**src/rtl/core/lcw_pkg.sv**
```systemverilog
// ----------------------------------------------------------------------------
// lcw_pkg
// Types and constants shared by the load cell weigh controller modules.
// ----------------------------------------------------------------------------
package lcw_pkg;

  // Divider geometry: Q.32 quotient of a 24-bit difference over a 40-bit divisor
  localparam int DIFF_W  = 24;
  localparam int FRAC_W  = 32;
  localparam int DIV_N   = DIFF_W + FRAC_W;
  localparam int DIV_D   = 40;
  localparam int DIV_CW  = $clog2(DIV_N + 1);
  localparam int SUM_W   = 32;
  localparam int AVG_W   = 24;
  localparam int VALUE_W = 40;
  localparam int WEIGHT_W = 32;

  localparam logic [VALUE_W-1:0] VALUE_MAX   = {VALUE_W{1'b1}};
  localparam logic [VALUE_W-1:0] SCALE_RESET = 40'd65536;
  localparam logic [AVG_W-1:0]   AVG_MAX     = 24'h7FFFFF;
  localparam logic [AVG_W-1:0]   AVG_MIN     = 24'h800000;
  localparam logic [7:0]         SAMPLES_RESET = 8'd10;
  localparam logic [1:0]         EXTRA_RESET   = 2'd1;

  // Configuration register indexes
  localparam logic CFG_SAMPLE_COUNT = 1'b0;
  localparam logic CFG_EXTRA_PULSES = 1'b1;

  typedef enum logic [1:0] {
    ACT_TICK = 2'd0,
    ACT_TARE = 2'd1,
    ACT_CAL  = 2'd2,
    ACT_MEAS = 2'd3
  } action_t;

  typedef enum logic [1:0] {
    ST_OK          = 2'd0,
    ST_WEIGHT_ZERO = 2'd1,
    ST_SCALE_ZERO  = 2'd2
  } status_t;

  // Serial converter phase
  typedef enum logic [2:0] {
    PH_IDLE       = 3'd0,
    PH_WAIT       = 3'd1,
    PH_BIT_HIGH   = 3'd2,
    PH_BIT_LOW    = 3'd3,
    PH_EXTRA_HIGH = 3'd4,
    PH_EXTRA_LOW  = 3'd5
  } phase_t;

  // Per-word sequencer
  typedef enum logic [2:0] {
    SQ_READY  = 3'd0,
    SQ_STEP   = 3'd1,
    SQ_AVG_GO = 3'd2,
    SQ_AVG_DIV = 3'd3,
    SQ_Q_GO   = 3'd4,
    SQ_Q_DIV  = 3'd5,
    SQ_FINISH = 3'd6
  } seq_t;

  typedef enum logic [2:0] {
    OUT_TICK       = 3'd0,
    OUT_ERR_WEIGHT = 3'd1,
    OUT_TARE       = 3'd2,
    OUT_CAL        = 3'd3,
    OUT_MEAS       = 3'd4,
    OUT_SCALE_ZERO = 3'd5
  } out_sel_t;

  typedef enum logic {
    DIV_AVG = 1'b0,
    DIV_Q   = 1'b1
  } div_mode_t;

  typedef struct packed {
    logic      in_load;
    logic      run_start;
    logic      shift_clear;
    logic      shift_in;
    logic      bit_clear;
    logic      bit_inc;
    logic      sample_acc;
    logic      div_start;
    div_mode_t div_mode;
    logic      avg_load;
    logic      tare_load;
    logic      scale_load;
    logic      out_load;
    out_sel_t  out_sel;
    logic      clock_bit;
  } lcw_cmd_t;

  typedef struct packed {
    action_t action;
    logic    weight_zero;
    logic    data_bit;
    logic    bits_last;
    logic    extra_zero;
    logic    extra_last;
    logic    sample_last;
    logic    div_done;
    logic    scale_zero;
    action_t pend_action;
    logic    out_free;
  } lcw_stat_t;

endpackage

```
**src/rtl/core/lcw_div.sv**
```systemverilog
// ----------------------------------------------------------------------------
// lcw_div
// Restoring unsigned divider, one quotient bit per cycle.
// ----------------------------------------------------------------------------
module lcw_div
  import lcw_pkg::*;
(
  input  logic               clk,
  input  logic               rst,
  input  logic               start,
  input  logic [DIV_N-1:0]   dividend,
  input  logic [DIV_D-1:0]   divisor,
  output logic               busy,
  output logic               done,
  output logic [DIV_N-1:0]   quotient
);

  logic [DIV_D-1:0]  rem;
  logic [DIV_N-1:0]  quo;
  logic [DIV_D-1:0]  dsr;
  logic [DIV_CW-1:0] cnt;
  logic [DIV_D:0]    shifted;
  logic [DIV_D+1:0]  trial;
  logic              fits;

  assign shifted  = {rem, quo[DIV_N-1]};
  assign trial    = {1'b0, shifted} - {2'b00, dsr};
  assign fits     = ~trial[DIV_D+1];
  assign quotient = quo;

  always_ff @(posedge clk) begin
    if (rst) begin
      busy <= 1'b0;
      done <= 1'b0;
    end else begin
      done <= 1'b0;
      if (start) begin
        busy <= 1'b1;
      end else if (busy && cnt == DIV_CW'(1)) begin
        busy <= 1'b0;
        done <= 1'b1;
      end
    end
  end

  always_ff @(posedge clk) begin
    if (start) begin
      rem <= '0;
      quo <= dividend;
      dsr <= divisor;
      cnt <= DIV_CW'(DIV_N);
    end else if (busy) begin
      rem <= fits ? trial[DIV_D-1:0] : shifted[DIV_D-1:0];
      quo <= {quo[DIV_N-2:0], fits};
      cnt <= cnt - DIV_CW'(1);
    end
  end

  a_done_after_busy: assert property (@(posedge clk) disable iff (rst)
    done |-> $past(busy))
    else $error("divider done without a running division");

endmodule

```
**src/rtl/core/lcw_datapath.sv**
```systemverilog
// ----------------------------------------------------------------------------
// lcw_datapath
// Input and output registers, serial shifter, sample accumulator, tare and
// scale registers, and the shared divider.
// ----------------------------------------------------------------------------
module lcw_datapath
  import lcw_pkg::*;
#(
  parameter int DATA_BITS = 24
) (
  input  logic                clk,
  input  logic                rst,
  input  logic [39:0]         s_tdata,
  input  logic [1:0]          s_tuser,
  input  logic                cfg_we,
  input  logic                cfg_addr,
  input  logic [7:0]          cfg_data,
  input  lcw_cmd_t            cmd,
  output lcw_stat_t           st,
  output logic                m_tvalid,
  input  logic                m_tready,
  output logic [71:0]         m_tdata,
  output logic [1:0]          m_tuser,
  output logic                m_tlast
);

  localparam int BIT_W = $clog2(DATA_BITS + 1);

  // Config
  logic [7:0] sample_count;
  logic [1:0] extra_pulses;

  // Held input word
  action_t             in_action;
  logic [WEIGHT_W-1:0] in_weight;
  logic                in_data;

  // Run state
  logic [DATA_BITS-1:0] shift_value;
  logic [BIT_W-1:0]     bit_index;
  logic [7:0]           sample_index;
  logic [SUM_W-1:0]     sample_sum;
  action_t              pending_action;
  logic [WEIGHT_W-1:0]  pending_weight;
  logic [AVG_W-1:0]     tare_value;
  logic [VALUE_W-1:0]   scale_value;
  logic [AVG_W-1:0]     avg_value;

  // Output register
  logic                out_clock;
  logic                out_done;
  logic [1:0]          out_status;
  logic [AVG_W-1:0]    out_avg;
  logic [VALUE_W-1:0]  out_value;

  logic [DATA_BITS-1:0] shift_next;
  logic [SUM_W-1:0]   sample_ext;
  logic [7:0]         idx_inc;
  logic [7:0]         n_eff;
  logic [BIT_W:0]     bit_inc_w;
  logic               sum_neg;
  logic [SUM_W-1:0]   sum_mag;
  logic [SUM_W:0]     avg_full;
  logic [SUM_W-1:0]   avg_q;
  logic [AVG_W-1:0]   avg_sat;
  logic [AVG_W:0]     diff_s;
  logic [DIFF_W-1:0]  diff_mag;
  logic [DIV_N-1:0]   div_dividend;
  logic [DIV_D-1:0]   div_divisor;
  logic               div_busy;
  logic               div_done;
  logic [DIV_N-1:0]   div_quot;
  logic [VALUE_W-1:0] q_sat;

  // Accumulate the sample including a last bit shifted in on the same tick
  assign shift_next = cmd.shift_in ? {shift_value[DATA_BITS-2:0], in_data} : shift_value;
  assign sample_ext = SUM_W'($signed(shift_next));
  assign idx_inc    = sample_index + 8'd1;
  assign n_eff      = (sample_count == 8'd0) ? 8'd1 : sample_count;
  assign bit_inc_w  = {1'b0, bit_index} + (BIT_W+1)'(1);

  // Truncating signed average from the unsigned quotient of magnitudes
  assign sum_neg  = sample_sum[SUM_W-1];
  assign sum_mag  = sum_neg ? (~sample_sum + SUM_W'(1)) : sample_sum;
  assign avg_q    = div_quot[SUM_W-1:0];
  assign avg_full = sum_neg ? (~{1'b0, avg_q} + (SUM_W+1)'(1)) : {1'b0, avg_q};

  always_comb begin
    if (!sum_neg && avg_q > SUM_W'(AVG_MAX)) begin
      avg_sat = AVG_MAX;
    end else if (sum_neg && avg_q > {{(SUM_W-AVG_W){1'b0}}, AVG_MIN}) begin
      avg_sat = AVG_MIN;
    end else begin
      avg_sat = avg_full[AVG_W-1:0];
    end
  end

  assign diff_s   = {avg_value[AVG_W-1], avg_value} - {tare_value[AVG_W-1], tare_value};
  assign diff_mag = diff_s[AVG_W] ? DIFF_W'(~diff_s + (AVG_W+1)'(1)) : diff_s[DIFF_W-1:0];

  always_comb begin
    if (cmd.div_mode == DIV_AVG) begin
      div_dividend = DIV_N'(sum_mag);
      div_divisor  = DIV_D'(n_eff);
    end else begin
      div_dividend = {diff_mag, {FRAC_W{1'b0}}};
      if (pending_action == ACT_CAL) begin
        div_divisor = (pending_weight == '0) ? DIV_D'(1) : DIV_D'(pending_weight);
      end else begin
        div_divisor = scale_value;
      end
    end
  end

  lcw_div u_div (
    .clk      (clk),
    .rst      (rst),
    .start    (cmd.div_start),
    .dividend (div_dividend),
    .divisor  (div_divisor),
    .busy     (div_busy),
    .done     (div_done),
    .quotient (div_quot)
  );

  assign q_sat = (div_quot[DIV_N-1:VALUE_W] != '0) ? VALUE_MAX : div_quot[VALUE_W-1:0];

  always_comb begin
    st.action      = in_action;
    st.weight_zero = (in_weight == '0);
    st.data_bit    = in_data;
    st.bits_last   = (bit_index == BIT_W'(DATA_BITS - 1));
    st.extra_zero  = (extra_pulses == 2'd0);
    st.extra_last  = (bit_inc_w >= (BIT_W+1)'(extra_pulses));
    st.sample_last = (idx_inc == 8'd0) || (idx_inc >= n_eff);
    st.div_done    = div_done;
    st.scale_zero  = (scale_value == '0);
    st.pend_action = pending_action;
    st.out_free    = !m_tvalid || m_tready;
  end

  always_ff @(posedge clk) begin
    if (rst) begin
      sample_count <= SAMPLES_RESET;
      extra_pulses <= EXTRA_RESET;
    end else if (cfg_we) begin
      case (cfg_addr)
        CFG_SAMPLE_COUNT: sample_count <= cfg_data;
        CFG_EXTRA_PULSES: extra_pulses <= cfg_data[1:0];
        default: ;
      endcase
    end
  end

  always_ff @(posedge clk) begin
    if (cmd.in_load) begin
      in_action <= action_t'(s_tuser);
      in_weight <= s_tdata[WEIGHT_W-1:0];
      in_data   <= s_tdata[WEIGHT_W];
    end
  end

  always_ff @(posedge clk) begin
    if (rst) begin
      shift_value    <= '0;
      bit_index      <= '0;
      sample_index   <= '0;
      sample_sum     <= '0;
      pending_action <= ACT_TICK;
      pending_weight <= '0;
      tare_value     <= '0;
      scale_value    <= SCALE_RESET;
    end else begin
      if (cmd.run_start) begin
        pending_action <= in_action;
        pending_weight <= in_weight;
        sample_index   <= '0;
        sample_sum     <= '0;
      end else if (cmd.sample_acc) begin
        sample_sum   <= sample_sum + sample_ext;
        sample_index <= idx_inc;
      end
      if (cmd.run_start || cmd.shift_clear) begin
        shift_value <= '0;
      end else if (cmd.shift_in) begin
        shift_value <= shift_next;
      end
      if (cmd.run_start || cmd.bit_clear) begin
        bit_index <= '0;
      end else if (cmd.bit_inc) begin
        bit_index <= bit_inc_w[BIT_W-1:0];
      end
      if (cmd.tare_load) begin
        tare_value <= avg_value;
      end
      if (cmd.scale_load) begin
        scale_value <= q_sat;
      end
    end
  end

  always_ff @(posedge clk) begin
    if (cmd.avg_load) begin
      avg_value <= avg_sat;
    end
  end

  always_ff @(posedge clk) begin
    if (rst) begin
      m_tvalid <= 1'b0;
    end else if (cmd.out_load) begin
      m_tvalid <= 1'b1;
    end else if (m_tready) begin
      m_tvalid <= 1'b0;
    end
  end

  always_ff @(posedge clk) begin
    if (cmd.out_load) begin
      out_clock  <= 1'b0;
      out_done   <= 1'b1;
      out_status <= ST_OK;
      out_avg    <= avg_value;
      out_value  <= '0;
      case (cmd.out_sel)
        OUT_TICK: begin
          out_clock <= cmd.clock_bit;
          out_done  <= 1'b0;
          out_avg   <= '0;
        end
        OUT_ERR_WEIGHT: begin
          out_status <= ST_WEIGHT_ZERO;
          out_avg    <= '0;
        end
        OUT_TARE: ;
        OUT_CAL:  out_value <= scale_value;
        OUT_MEAS: out_value <= q_sat;
        OUT_SCALE_ZERO: begin
          out_status <= ST_SCALE_ZERO;
          out_value  <= VALUE_MAX;
        end
        default: out_done <= 1'b0;
      endcase
    end
  end

  assign m_tdata = {7'd0, out_value, out_avg, out_clock};
  assign m_tuser = out_status;
  assign m_tlast = out_done;

  a_div_idle_on_start: assert property (@(posedge clk) disable iff (rst)
    cmd.div_start |-> !div_busy)
    else $error("division started while one is running");

  a_acc_in_range: assert property (@(posedge clk) disable iff (rst)
    cmd.sample_acc |-> (pending_action != ACT_TICK))
    else $error("sample accumulated outside a command run");

endmodule

```
**src/rtl/core/lcw_ctrl.sv**
```systemverilog
// ----------------------------------------------------------------------------
// lcw_ctrl
// Serial converter phase machine and per-word sequencer.
// ----------------------------------------------------------------------------
module lcw_ctrl
  import lcw_pkg::*;
(
  input  logic      clk,
  input  logic      rst,
  input  logic      s_tvalid,
  output logic      s_tready,
  input  lcw_stat_t st,
  output lcw_cmd_t  cmd
);

  seq_t   seq, seq_next;
  phase_t phase, phase_next;
  logic   complete;

  always_ff @(posedge clk) begin
    if (rst) begin
      seq   <= SQ_READY;
      phase <= PH_IDLE;
    end else begin
      seq   <= seq_next;
      phase <= phase_next;
    end
  end

  assign s_tready = (seq == SQ_READY);

  always_comb begin
    seq_next   = seq;
    phase_next = phase;
    cmd        = '0;
    complete   = 1'b0;
    cmd.div_mode = DIV_AVG;
    cmd.out_sel  = OUT_TICK;

    case (seq)
      SQ_READY: begin
        cmd.in_load = s_tvalid;
        if (s_tvalid) begin
          seq_next = SQ_STEP;
        end
      end

      SQ_STEP: begin
        // hold the tick until the output register can take its word
        if (st.out_free) begin
          case (phase)
            PH_WAIT: begin
              if (!st.data_bit) begin
                cmd.clock_bit   = 1'b1;
                cmd.shift_clear = 1'b1;
                cmd.bit_clear   = 1'b1;
                phase_next      = PH_BIT_LOW;
              end
            end
            PH_BIT_HIGH: begin
              cmd.clock_bit = 1'b1;
              phase_next    = PH_BIT_LOW;
            end
            PH_BIT_LOW: begin
              cmd.shift_in = 1'b1;
              if (st.bits_last) begin
                cmd.bit_clear = 1'b1;
                if (st.extra_zero) begin
                  cmd.sample_acc = 1'b1;
                  complete       = st.sample_last;
                  phase_next     = st.sample_last ? PH_IDLE : PH_WAIT;
                end else begin
                  phase_next = PH_EXTRA_HIGH;
                end
              end else begin
                cmd.bit_inc = 1'b1;
                phase_next  = PH_BIT_HIGH;
              end
            end
            PH_EXTRA_HIGH: begin
              cmd.clock_bit = 1'b1;
              phase_next    = PH_EXTRA_LOW;
            end
            PH_EXTRA_LOW: begin
              cmd.bit_inc = 1'b1;
              if (st.extra_last) begin
                cmd.sample_acc = 1'b1;
                complete       = st.sample_last;
                phase_next     = st.sample_last ? PH_IDLE : PH_WAIT;
              end else begin
                phase_next = PH_EXTRA_HIGH;
              end
            end
            default: begin
              phase_next = PH_IDLE;
              if (st.action == ACT_CAL && st.weight_zero) begin
                cmd.out_sel = OUT_ERR_WEIGHT;
              end else if (st.action != ACT_TICK) begin
                cmd.run_start = 1'b1;
                phase_next    = PH_WAIT;
              end
            end
          endcase
          if (complete) begin
            seq_next = SQ_AVG_GO;
          end else begin
            cmd.out_load = 1'b1;
            seq_next     = SQ_READY;
          end
        end
      end

      SQ_AVG_GO: begin
        cmd.div_start = 1'b1;
        seq_next      = SQ_AVG_DIV;
      end

      SQ_AVG_DIV: begin
        if (st.div_done) begin
          cmd.avg_load = 1'b1;
          seq_next     = SQ_Q_GO;
        end
      end

      SQ_Q_GO: begin
        cmd.div_mode = DIV_Q;
        if (st.pend_action == ACT_TARE) begin
          cmd.tare_load = 1'b1;
          seq_next      = SQ_FINISH;
        end else if (st.pend_action == ACT_MEAS && st.scale_zero) begin
          seq_next = SQ_FINISH;
        end else begin
          cmd.div_start = 1'b1;
          seq_next      = SQ_Q_DIV;
        end
      end

      SQ_Q_DIV: begin
        cmd.div_mode = DIV_Q;
        if (st.div_done) begin
          cmd.scale_load = (st.pend_action == ACT_CAL);
          seq_next       = SQ_FINISH;
        end
      end

      SQ_FINISH: begin
        if (st.out_free) begin
          cmd.out_load = 1'b1;
          seq_next     = SQ_READY;
          case (st.pend_action)
            ACT_TARE: cmd.out_sel = OUT_TARE;
            ACT_CAL:  cmd.out_sel = OUT_CAL;
            default:  cmd.out_sel = st.scale_zero ? OUT_SCALE_ZERO : OUT_MEAS;
          endcase
        end
      end

      default: seq_next = SQ_READY;
    endcase
  end

  a_no_overwrite: assert property (@(posedge clk) disable iff (rst)
    cmd.out_load |-> st.out_free)
    else $error("output word overwritten before it was taken");

  a_idle_while_dividing: assert property (@(posedge clk) disable iff (rst)
    (seq == SQ_AVG_DIV || seq == SQ_Q_DIV) |-> (phase == PH_IDLE))
    else $error("converter phase active during result division");

  a_run_has_command: assert property (@(posedge clk) disable iff (rst)
    (seq == SQ_Q_GO) |-> (st.pend_action != ACT_TICK))
    else $error("command finished with no pending command");

endmodule

```
**src/rtl/core/load_cell_weigh_controller.sv**
```systemverilog
// A plain tick's word is taken in SQ_READY and its result word loaded in SQ_STEP
// once the output is free. Finishing ticks run the 56-step shared divider for the
// average, and for calibrate and measure (scale nonzero) also for the quotient.
// No new word is taken until the last is done; a stalled output word holds the input off.
// Reset (synchronous, rst high) returns to idle with tare 0, scale 1.0,
// sample_count 10 and extra_pulses 1.
// ----------------------------------------------------------------------------
// load_cell_weigh_controller
// Bit-banged serial converter reader with averaging, tare, calibrate, measure.
// ----------------------------------------------------------------------------
module load_cell_weigh_controller
  import lcw_pkg::*;
#(
  parameter int DATA_BITS = 24
) (
  input  logic        clk,
  input  logic        rst,
  input  logic        s_tvalid,
  output logic        s_tready,
  input  logic [39:0] s_tdata,   // [31:0] ref_weight, [32] data_in, zero pad
  input  logic [1:0]  s_tuser,   // [1:0] action
  output logic        m_tvalid,
  input  logic        m_tready,
  output logic [71:0] m_tdata,   // [0] clock_out, [24:1] average_raw, [64:25] value
  output logic [1:0]  m_tuser,   // [1:0] status
  output logic        m_tlast,   // done_res
  input  logic        cfg_we,
  input  logic        cfg_addr,
  input  logic [7:0]  cfg_data
);

  lcw_cmd_t  cmd;
  lcw_stat_t st;

  lcw_ctrl u_ctrl (
    .clk      (clk),
    .rst      (rst),
    .s_tvalid (s_tvalid),
    .s_tready (s_tready),
    .st       (st),
    .cmd      (cmd)
  );

  lcw_datapath #(
    .DATA_BITS (DATA_BITS)
  ) u_dp (
    .clk      (clk),
    .rst      (rst),
    .s_tdata  (s_tdata),
    .s_tuser  (s_tuser),
    .cfg_we   (cfg_we),
    .cfg_addr (cfg_addr),
    .cfg_data (cfg_data),
    .cmd      (cmd),
    .st       (st),
    .m_tvalid (m_tvalid),
    .m_tready (m_tready),
    .m_tdata  (m_tdata),
    .m_tuser  (m_tuser),
    .m_tlast  (m_tlast)
  );

endmodule

```
**config.mk**
```make
export PLATFORM = sky130hd
export DESIGN_NAME = load_cell_weigh_controller
export DESIGN_NICKNAME = d
export VERILOG_FILES = /design/src/rtl/core/lcw_pkg.sv /design/src/rtl/core/lcw_div.sv /design/src/rtl/core/lcw_datapath.sv /design/src/rtl/core/lcw_ctrl.sv /design/src/rtl/core/load_cell_weigh_controller.sv
export SDC_FILE = /design/constraint.sdc
export NUM_CORES = 1
export LEC_CHECK = 0
export ABC_AREA = 1
export BUFFER_PORTS_ARGS = -buffer_cell sky130_fd_sc_hd__buf_2
export CAP_MARGIN = 10
export CORE_UTILIZATION = 40
export DETAILED_ROUTE_END_ITERATION = 8
export PLACE_DENSITY = 0.59
export SYNTH_ARGS = -nofsm -noshare
export SYNTH_HDL_FRONTEND = slang
export SYNTH_SLANG_ARGS = --single-unit
```
**constraint.sdc**
```tcl
create_clock -name clk -period 4.8 [get_ports clk]
set_input_delay 0 -clock clk [delete_from_list [all_inputs] [get_ports clk]]
set_output_delay 0 -clock clk [all_outputs]
set_load 0.03 [all_outputs]
```
---- After elaboration in Yosys (flattened, before gate mapping) ----
Index checks and enable logic that the tools add are counted.
storage, ports and cells
  register bits ........................... 455
  input port bits ......................... 56
  output and inout bits ................... 77
operators by class
  add/sub/neg operators ................... 9
  reductions and logical operators ........ 38
  equality and inequality tests ........... 28
  multiplexer cells ....................... 80
  bitwise operators ....................... 5
  order comparisons ....................... 4
operators with widths
  kind                                                   number
  2-to-1 mux 56 bit                                      3
  2-to-1 mux 40 bit                                      3
  one-hot mux 40 bit (3 select lines)                    1
  2-to-1 mux 24 bit                                      4
  logical NOT 32 bit                                     2
  2-to-1 mux 32 bit                                      2
  adder 24 x 1 -> 24 bit (second input constant)         2
  inverter 24 bit                                        2
  subtractor 41 x 40 -> 42 bit                           1
  logical NOT 40 bit                                     1
  2-to-1 mux 1 bit                                       37
  2-to-1 mux 3 bit                                       11
  adder 32 x 1 -> 32 bit (second input constant)         1
  adder 32 bit                                           1
  > comparator 32 x 23 -> 1 bit (second input constant)  1
  > comparator 32 x 24 -> 1 bit (second input constant)  1
  inverter 32 bit                                        1
  subtractor 24 x 24 -> 25 bit                           1
  == test 3 bit (second input constant)                  7
  one-hot mux 3 bit (7 select lines)                     1
  == test 3 x 2 -> 1 bit (second input constant)         6
  logical NOT 8 bit                                      2
  2-to-1 mux 8 bit                                       2
  nonzero test 16 bit                                    1
  other kinds (33)                                       70

---- Logic depth before layout (Yosys ltp) ----
Gate-level depths: netlist (run 1).
  word-level depth ........................ 15
  mapped depth ............................ 29
  gate-level depth less buffers ........... 27

---- Modules after synthesis ----
From an unflattened synthesis (run 1), not the netlist that was laid out.
second synthesis, totals
  cell total of the unflattened synthesis .. 3990
  area, all modules ....................... 28278.4 µm²
by module, submodules not included
  module        cells an instance  instances  area an instance (µm²)
  lcw_datapath  2505               1          18252.5
  lcw_div       1344               1          9233.9
  lcw_ctrl      141                1          792.0

---- Worst setup path after synthesis (run 1) ----
OpenSTA, ideal clock, no wires.
  kind .................................... reg-to-reg
  from .................................... register u_dp.sample_index[0]
  to ...................................... register u_dp.out_done, in the netlist u_dp.m_tlast, enable pin
  setup slack ............................. 0.938 ns
  data arrival time ....................... 3.433 ns
  clock period less this slack ............ 3.862 ns
  library setup time ...................... 0.429 ns
  required time ........................... 4.371 ns
  cell stages (with the launch flop) ...... 13
  cell sequence ........................... dfxtp_1 -> nand3_1 -> nand3b_1 -> nor3b_1 -> xor2_1 -> ha_1 -> a21oi_1 -> o221ai_1 -> nor2_1 -> nand2_1 -> nand2_1 -> nand2_1 -> nand2_1
RTL lines
  what                    RTL line             RTL
  start, declared         lcw_datapath.sv:41   logic [7:0] sample_index;
  start signal, assigned  lcw_datapath.sv:181  sample_index <= idx_inc;
  end signal, assigned    lcw_datapath.sv:221  out_done <= 1'b1;
  end signal, assigned    lcw_datapath.sv:228  out_done <= 1'b0;
  end signal, assigned    lcw_datapath.sv:242  default: out_done <= 1'b0;
  end, declared           lcw_datapath.sv:51   logic out_done;

---- Worst setup path in the final report (run 1) ----
  from .................................... register u_ctrl.seq[0]
  to ...................................... register u_dp.sample_sum[24]
on the way
  word-level cells in the longest chain between the ends .. 4
  elaborated cells between the ends (all ways) .. 5
RTL lines
  what                          RTL line             RTL
  start, declared               lcw_ctrl.sv:16       seq_t seq, seq_next;
  start signal, assigned        lcw_ctrl.sv:25       seq <= seq_next;
  == test 3 x 1 -> 1 bit        lcw_ctrl.sv:40       case (seq)
  2-to-1 mux 6 bit              lcw_ctrl.sv:40
  2-to-1 mux 24 bit             lcw_datapath.sv:76   assign shift_next = cmd.shift_in ? {shift_value[DATA_BITS-2:0], in_data} : shift_value;
  named net u_dp.shift_next[1]  lcw_datapath.sv:56   logic [DATA_BITS-1:0] shift_next;
  adder 32 bit                  lcw_datapath.sv:180  sample_sum <= sample_sum + sample_ext;
  end signal, assigned          lcw_datapath.sv:180
  end, declared                 lcw_datapath.sv:42   logic [SUM_W-1:0] sample_sum;
The timed path passes the listed nets, and every way through them passes these cells.
A chain may end at the register's enable or synchronous reset.

==> metrics.md, run 1 <==
| Metric | Value |
|---|---|
| Final Wtd Congestion | 0.905 |
| Fill cell count | 6594 |
| Setup crit end | u_dp.sample_sum[24]$_SDFFE_PP0P_ |
| Drt drc | 0 |
| Vias | 23300 |
| Share of cells above drive strength 1 | 7.77% |
| HP Class | input pin to flip-flop |
| Die area | 67200 um^2 |
| Rel. slew slack | 28.4% |
| Synth cell types | 59 |
| First-pass GRT wire length | 119 mm |
| R2R cell count | 23 |
| Die width | 259 um |
| DR pass1 iterations | 6 |
| # diodes | 0 |
| Peak supply drop | 0.000396 V |
| Initial antenna violation count | 1 |
| Worst r2r dst | u_dp.sample_sum[24]$_SDFFE_PP0P_ |
| Critical Path Max Stage Delay | 440 ps |
| Setup bufs post-CTS | 0 |
| Final wirelength | 75.7 mm |
| Start point of the critical path | u_ctrl.seq[0]$_SDFFE_PP0P_ |
| Mean Syn Cell Area | 7.62 um^2 |
| PortBufs | 118 |
| Setup CP Type | flip-flop to flip-flop |
| Leak Pwr | 13.4 nW |
| Max Slew Vio Count | 0 |
| CP cell instances | inv_1, nor2_1, inv_1, nor2_1, nand2_1, inv_2, nand2_1, buf_4, o21ai_0, inv_1, fa_1, nand3_1, nand2_1, a21oi_1, o21ai_0, a21oi_1, inv_1, nand2_1, nand2_1, nand2_1, nand2_1, a21oi_1, a21oi_1 |
| Fin area | 30200 um^2 |
| # Max-Cap Violations | 0 |
| Syn Std Cell Area | 26500 um^2 |
| Routed Antenna Nets | 0 |
| Flops & latches, synth | 455 |
| Clk Latency, worst-skew pair | 630 ps |
| DP HPWL | 55.9 mm |
| Final setup fails | 0 |
| Io pins | 133 |
| WL/cell | 16.8 um |
| CP Launch Type | flip-flop |
| Most frequent cells after synthesis | 707 x nand2_1, 499 x inv_1, 332 x nor2_1 |
| Number of cells on the critical path | 23 |
| Critical Path Most Common Cell | nand2_1 |
| Largest net degree at the start of global routing | 83 |
| CTS clk-pin slew, worst paths | 60 ps |
| Status | complete, no violations |
| Cell taking the most area after synthesis | edfxtp_1 |
| Synth Instances | 3474 |
| Layout net count | 3788 |
| Hold Fails Final Rpt | 0 |
| Initial Util | 40.8% |
| Yosys warning total | 0 |
| Crit path buffers/inverters | 6 |
| Cell Pwr Density | 524 nW/um^2 |
| Synth Flop Type | dfxtp_1 |
| Non-filler cells, final | 4511 |
| Routed vias/inst | 5.17 |
| Unrepaired setup endpoints after global routing | no |
| Setup tns final | 0 ps |
| Row cnt | 93 |
| CP endpoint kind | flip-flop |
| Slowest stage cell, crit path | dfxtp_1 |
| Placement Cell Area | 27800 um^2 |
| CTS buffer count | 53 |
| Seq/Total Area, Yosys | 42.9% |
| Crit path max fanout | 46 |
| Fmax | 0.244 GHz |
| Crit path max-delay family | compound AO/OA/AOI/OAI gates |
| Hold Path Depth | 2 |
| CTS Sinks | 455 |
| Fraction of the cycle the final worst path needs | 85.5% |
| Count leader, synth | nand2_1 |
| Flop-to-flop setup slack | 700 ps |
| Final core occ | 46.6% |
| CTS tree | built |
| Die H | 259 um |
| Slew @ Worst Pin | 1070 ps |
| CP required | 5300 ps |
| Worst r2r src | u_ctrl.seq[0]$_SDFFE_PP0P_ |
| Synthesis-to-layout area growth | 14.3% |
| Minimum clock period | 4100 ps |
| Core area | 64900 um^2 |
| Root Buffer | clkbuf_16 |
| Worst Skew | 26.6 ps |
| Total track usage | 22.3% |
| Worst path arrival time | 4610 ps |
| Dpl cells | 4351 |
| H-Tree Depth | 2 |
| Async S/R FF share, synth | 0% |
| Top cells by area, synth | edfxtp_1 25%, dfxtp_1 18%, nand2_1 10% |
| CTS max path bufs | 3 |
| Yosys top cell area share | 25.3% |
| Starting DRT DRC Count | 1800 |
| Pwr Total | 15.8 mW |
| Grt ovf | 0 |
| Via count of the first global-routing pass | 21700 |
| Post-synth EDFFs | 223 |
[metal layers]
layer / global-route usage [%] / share of wire [%]
met1: 31.2 / 47
met2: 36.2 / 45
met3: 2.40 / 5.2
met4: 6.55 / 2.6
met5: 0 / 0
[metrics by stage]
| stage | worst slack [ps] | hold slack (ps) |
|---|---|---|
| final | 697 | 84.2 |
| after global routing | 186 | 75.9 |
| after CTS | 730 | 53.3 |
| after detailed placement | 748 | 178 |
| after global placement | 845 | 178 |
| after floorplan | 938 | 98.9 |
[timing repair]
item | CTS | global route
gates resized for setup | 0 | 0
endpoints found under the hold margin | 81 | 0
hold buffers | 62 | 0
[sequential cells by signal (all words and copies together) (netlist names), 2 cells and up]
| signal | count |
|---|---|
| u_ctrl.phase | 3 |
| u_ctrl.seq | 3 |
| u_dp.avg_value | 24 |
| u_dp.bit_index | 5 |
| u_dp.extra_pulses | 2 |
| u_dp.in_action | 2 |
| u_dp.in_weight | 32 |
| u_dp.m_tuser | 2 |
| u_dp.out_avg | 24 |
| u_dp.out_value | 40 |
| u_dp.pending_action | 2 |
| u_dp.pending_weight | 32 |
| u_dp.sample_count | 8 |
| u_dp.sample_index | 8 |
| u_dp.sample_sum | 32 |
| u_dp.scale_value | 40 |
| u_dp.shift_value | 24 |
| u_dp.tare_value | 24 |
| u_dp.u_div.cnt | 6 |
| u_dp.u_div.dsr | 40 |
| u_dp.u_div.quotient | 56 |
| u_dp.u_div.rem | 40 |
[worst reg2reg max path, stage by stage, from the launching register on]
cell,delay [ps]
dfxtp_1,440
inv_1,60
nor2_1,120
inv_1,70
nor2_1,130
nand2_1,170
inv_2,160
nand2_1,120
buf_4,270
o21ai_0,260
inv_1,110
fa_1,430
nand3_1,100
nand2_1,80
a21oi_1,260
o21ai_0,190
a21oi_1,440
inv_1,80
nand2_1,70
nand2_1,70
nand2_1,100
nand2_1,60
a21oi_1,130
a21oi_1,80
[report_power, final]
part / total, mW / switching [mW] / internal [mW]
Clock: 4.27 / 1.76 / 2.51
Sequential: 5.83 / 0.585 / 5.24
Combinational: 5.74 / 4.05 / 1.68
Total: 15.8 / 6.40 / 9.44
[area by class of cell]
cell class	instances	area, um^2	share of cell area [%]
Timing Repair Buffer	208	1420	4.70
Clock buffer	67	1440	4.76
Multi-Input combinational cell	2384	12600	41.8
Inverter	511	1920	6.35
Sequential cell	455	11300	37.5
Tap cell	855	1070	3.54
Clock inverter	31	394	1.30
[how the worst min path moves through the flow]
stage / from / endpoint / slack (ps)
floorplan: s_tuser[0] / u_dp.in_action[0]$_DFFE_PP_ / 100
global placement: s_tdata[6] / u_dp.in_weight[6]$_DFFE_PP_ / 180
detailed placement: s_tdata[16] / u_dp.in_weight[16]$_DFFE_PP_ / 180
CTS: s_tdata[19] / u_dp.in_weight[19]$_DFFE_PP_ / 50
global route: s_tdata[15] / u_dp.in_weight[15]$_DFFE_PP_ / 80
finish: s_tdata[15] / u_dp.in_weight[15]$_DFFE_PP_ / 80
[logic make-up after synthesis]
group                    synth area share [%]
buffers and inverters                    9.56
XOR/XNOR                                 2.88
other                                  0.0142
AND/OR/NAND/NOR                          22.3
multiplexers                           0.0378
AO/OA/AOI/OAI                            16.7
adder cells (fa/ha/maj)                  5.71
flip-flops                               42.9
[layout by cell type, fill, tap and decap left out, drive strengths merged, types with 10 or more instances in the layout]
master / Yosys / routed
nor3: 46 / 46
ha: 116 / 116
o211ai: 27 / 27
nand3: 165 / 165
nor2: 339 / 339
edfxtp: 223 / 223
inv: 508 / 511
o22ai: 10 / 10
dlygate4sd3: 0 / 62
nor4: 37 / 37
buf: 49 / 146
nand4: 45 / 45
clkinv: 3 / 22
xnor2: 30 / 30
o21ai: 330 / 330
a31oi: 13 / 13
a21o: 19 / 19
clkbuf: 81 / 67
xor2: 57 / 57
dfxtp: 232 / 232
o21bai: 13 / 13
a21oi: 294 / 294
o221ai: 50 / 50
nand2: 721 / 721
nand3b: 16 / 16
Note: power is estimated with default switching activity, not from simulation.
==> run 2, diff against run 1 <==
==> constraint.sdc (replaced) <==
create_clock -name clk -period 4.4 [get_ports clk]
set_input_delay 0 -clock clk [delete_from_list [all_inputs] [get_ports clk]]
set_output_delay 0 -clock clk [all_outputs]
set_load 0.03 [all_outputs]
==> metrics.md, run 2 (synthesized netlist as in run 1, its figures left out) <==
| Metric | Value |
|---|---|
| Die width | 259 um |
| Sw power | 6.96 mW |
| Total track usage | 22.2% |
| WL/cell | 16.8 um |
| Synthesis-to-layout area growth | 14.2% |
| Clock power frac | 26.0% |
| CP endpoint kind | flip-flop |
| Crit path max-delay family | compound AO/OA/AOI/OAI gates |
| Row cnt | 93 |
| Routed vias/inst | 5.17 |
| Number of flip-flops in the largest register | 56 |
| Pwr Total | 17.1 mW |
| CTS max path bufs | 3 |
| Layout net count | 3792 |
| Root Buffer | clkbuf_16 |
| Hold Fails Final Rpt | 0 |
| Grt ovf | 0 |
| Peak supply drop | 0.000357 V |
| Worst hold slack | 91.0 ps |
| Gate power share | 36.8% |
| Final setup fails | 0 |
| Fill cell count | 6578 |
| # Max-Cap Violations | 0 |
| Cell Pwr Density | 566 nW/um^2 |
| Switching fraction of total power | 40.6% |
| Final Wtd Congestion | 0.920 |
| Leading cell type in the layout, fill and taps excluded | nand2_1 |
| H-Tree Depth | 2 |
| Setup tns final | 0 ps |
| Initial Util | 40.8% |
| Final wirelength | 75.7 mm |
| Die H | 259 um |
| Critical Path Max Stage Delay | 570 ps |
| Slowest stage cell, crit path | o311ai_0 |
| Routed Antenna Nets | 0 |
| Via count of the first global-routing pass | 21800 |
| Max Slew Vio Count | 0 |
| Sequential power share | 37.2% |
| Crit path max fanout | 45 |
| CTS tree | built |
| Starting DRT DRC Count | 1842 |
| CP Launch Type | flip-flop |
| PortBufs | 118 |
| First-pass GRT wire length | 119 mm |
| Status | complete, no violations |
| Clk Latency, worst-skew pair | 620 ps |
| Setup CP Type | flip-flop to flip-flop |
| Die area | 67200 um^2 |
| Fmax | 0.256 GHz |
| Minimum clock period | 3910 ps |
| Io pins | 133 |
| Fraction of the cycle the final worst path needs | 88.9% |
| CP cell instances | inv_1, nor2_1, inv_1, nor2_1, nand2_1, inv_2, nand2_1, buf_4, o21ai_0, inv_1, ha_1, nand2_1, o21ai_0, a21boi_0, o311ai_0, xnor2_1, a21oi_1 |
| Worst path arrival time | 4380 ps |
| Internal | 10.2 mW |
| CTS clk-pin slew, worst paths | 60 ps |
| Crit path buffers/inverters | 5 |
| CTS buffer count | 51 |
| Core area | 64900 um^2 |
| Most frequent cells in the layout | 705 x nand2_1, 498 x inv_1, 330 x nor2_1 |
| Vias | 23400 |
| CTS Sinks | 455 |
| HP Class | input pin to flip-flop |
| Largest net degree at the start of global routing | 83 |
| # diodes | 0 |
| DR pass1 iterations | 6 |
| Rel. slew slack | 31.4% |
| Leak Pwr | 13.4 nW |
| Share of cells above drive strength 1 | 7.87% |
| Unrepaired setup endpoints after global routing | no |
| Worst Skew | 19.1 ps |
| Initial antenna violation count | 2 |
| Slew @ Worst Pin | 1030 ps |
| CP required | 4860 ps |
| DP HPWL | 56.3 mm |
| Drt drc | 0 |
run 2: layout make-up:
| class | count | area, um^2 | share of cell area (%) |
|---|---|---|---|
| timing repair buffer | 214 | 1490 | 4.92 |
| inverter | 511 | 1920 | 6.35 |
| sequential | 455 | 11300 | 37.5 |
| clock buffer | 62 | 1330 | 4.39 |
| multi-input combinational | 2384 | 12700 | 41.9 |
| tap | 855 | 1070 | 3.54 |
| clock inverter | 34 | 410 | 1.36 |
run 2: worst register-to-register path: stages (launching register included):
cell and delay (ps):
dfxtp_1 430, inv_1 60, nor2_1 130, inv_1 70, nor2_1 130, nand2_1 170, inv_2 160, nand2_1 140
buf_4 280, o21ai_0 310, inv_1 90, ha_1 360, nand2_1 110, o21ai_0 330, a21boi_0 150, o311ai_0 570
xnor2_1 200, a21oi_1 80
run 2: metrics by stage:
| step | cell area (um^2) | utilization, % | worst slack, ps | cells |
|---|---|---|---|---|
| final | 30200 | 46.5 | 488 | 4515 |
| after global routing | 30200 | 46.5 | 10.5 | 4515 |
| after CTS | 30200 | 46.5 | 333 | 4513 |
| after detailed placement | 27800 | 42.9 | 358 | 4355 |
| after global placement | 27800 | 42.9 | 479 | 4355 |
| after floorplan | 26500 | - | 538 | 3480 |
run 2: power groups by stage:
stage / combinational, mW / sequential [mW] / clock [mW]
final: 6.30 / 6.36 / 4.46
after global routing: 7.02 / 6.45 / 4.70
after CTS: 6.29 / 6.35 / 4.56
after detailed placement: 6.21 / 6.43 / 0
after global placement: 6.18 / 6.42 / 0
after floorplan: 4.31 / 6.63 / 0
run 2: metal layers:
metal | vias up | part of all wire, % | track usage (%)
met4 | 0 | 2.4 | 6.06
met2 | 574 | 45 | 36.0
met5 | - | 0 | 0
met3 | 124 | 4.9 | 2.48
met1 | 10700 | 48 | 31.3
li1 | 11900 | - | -
run 2: path summary, 6_finish.rpt:
| kind | slack, ps | end | startpoint | cells past startpoint |
|---|---|---|---|---|
| min reg2reg | 460 | u_dp.tare_value[6]$_SDFFE_PP0P_ | u_dp.tare_value[6]$_SDFFE_PP0P_ | 2 |
| min | 90 | u_dp.in_weight[15]$_DFFE_PP_ | s_tdata[15] | 2 |
| max reg2reg | 490 | u_dp.sample_sum[26]$_SDFFE_PP0P_ | u_ctrl.seq[0]$_SDFFE_PP0P_ | 17 |
| max | 490 | u_dp.sample_sum[26]$_SDFFE_PP0P_ | u_ctrl.seq[0]$_SDFFE_PP0P_ | 17 |
run 2: repair_timing:
action / 4_1_cts / 5_1_grt
endpoints found under the setup margin: 0 / 7
gates resized for setup: 0 / 4
hold buffers: 62 / 0
endpoints found under the hold margin: 81 / 0
buffers inserted: 0 / 1
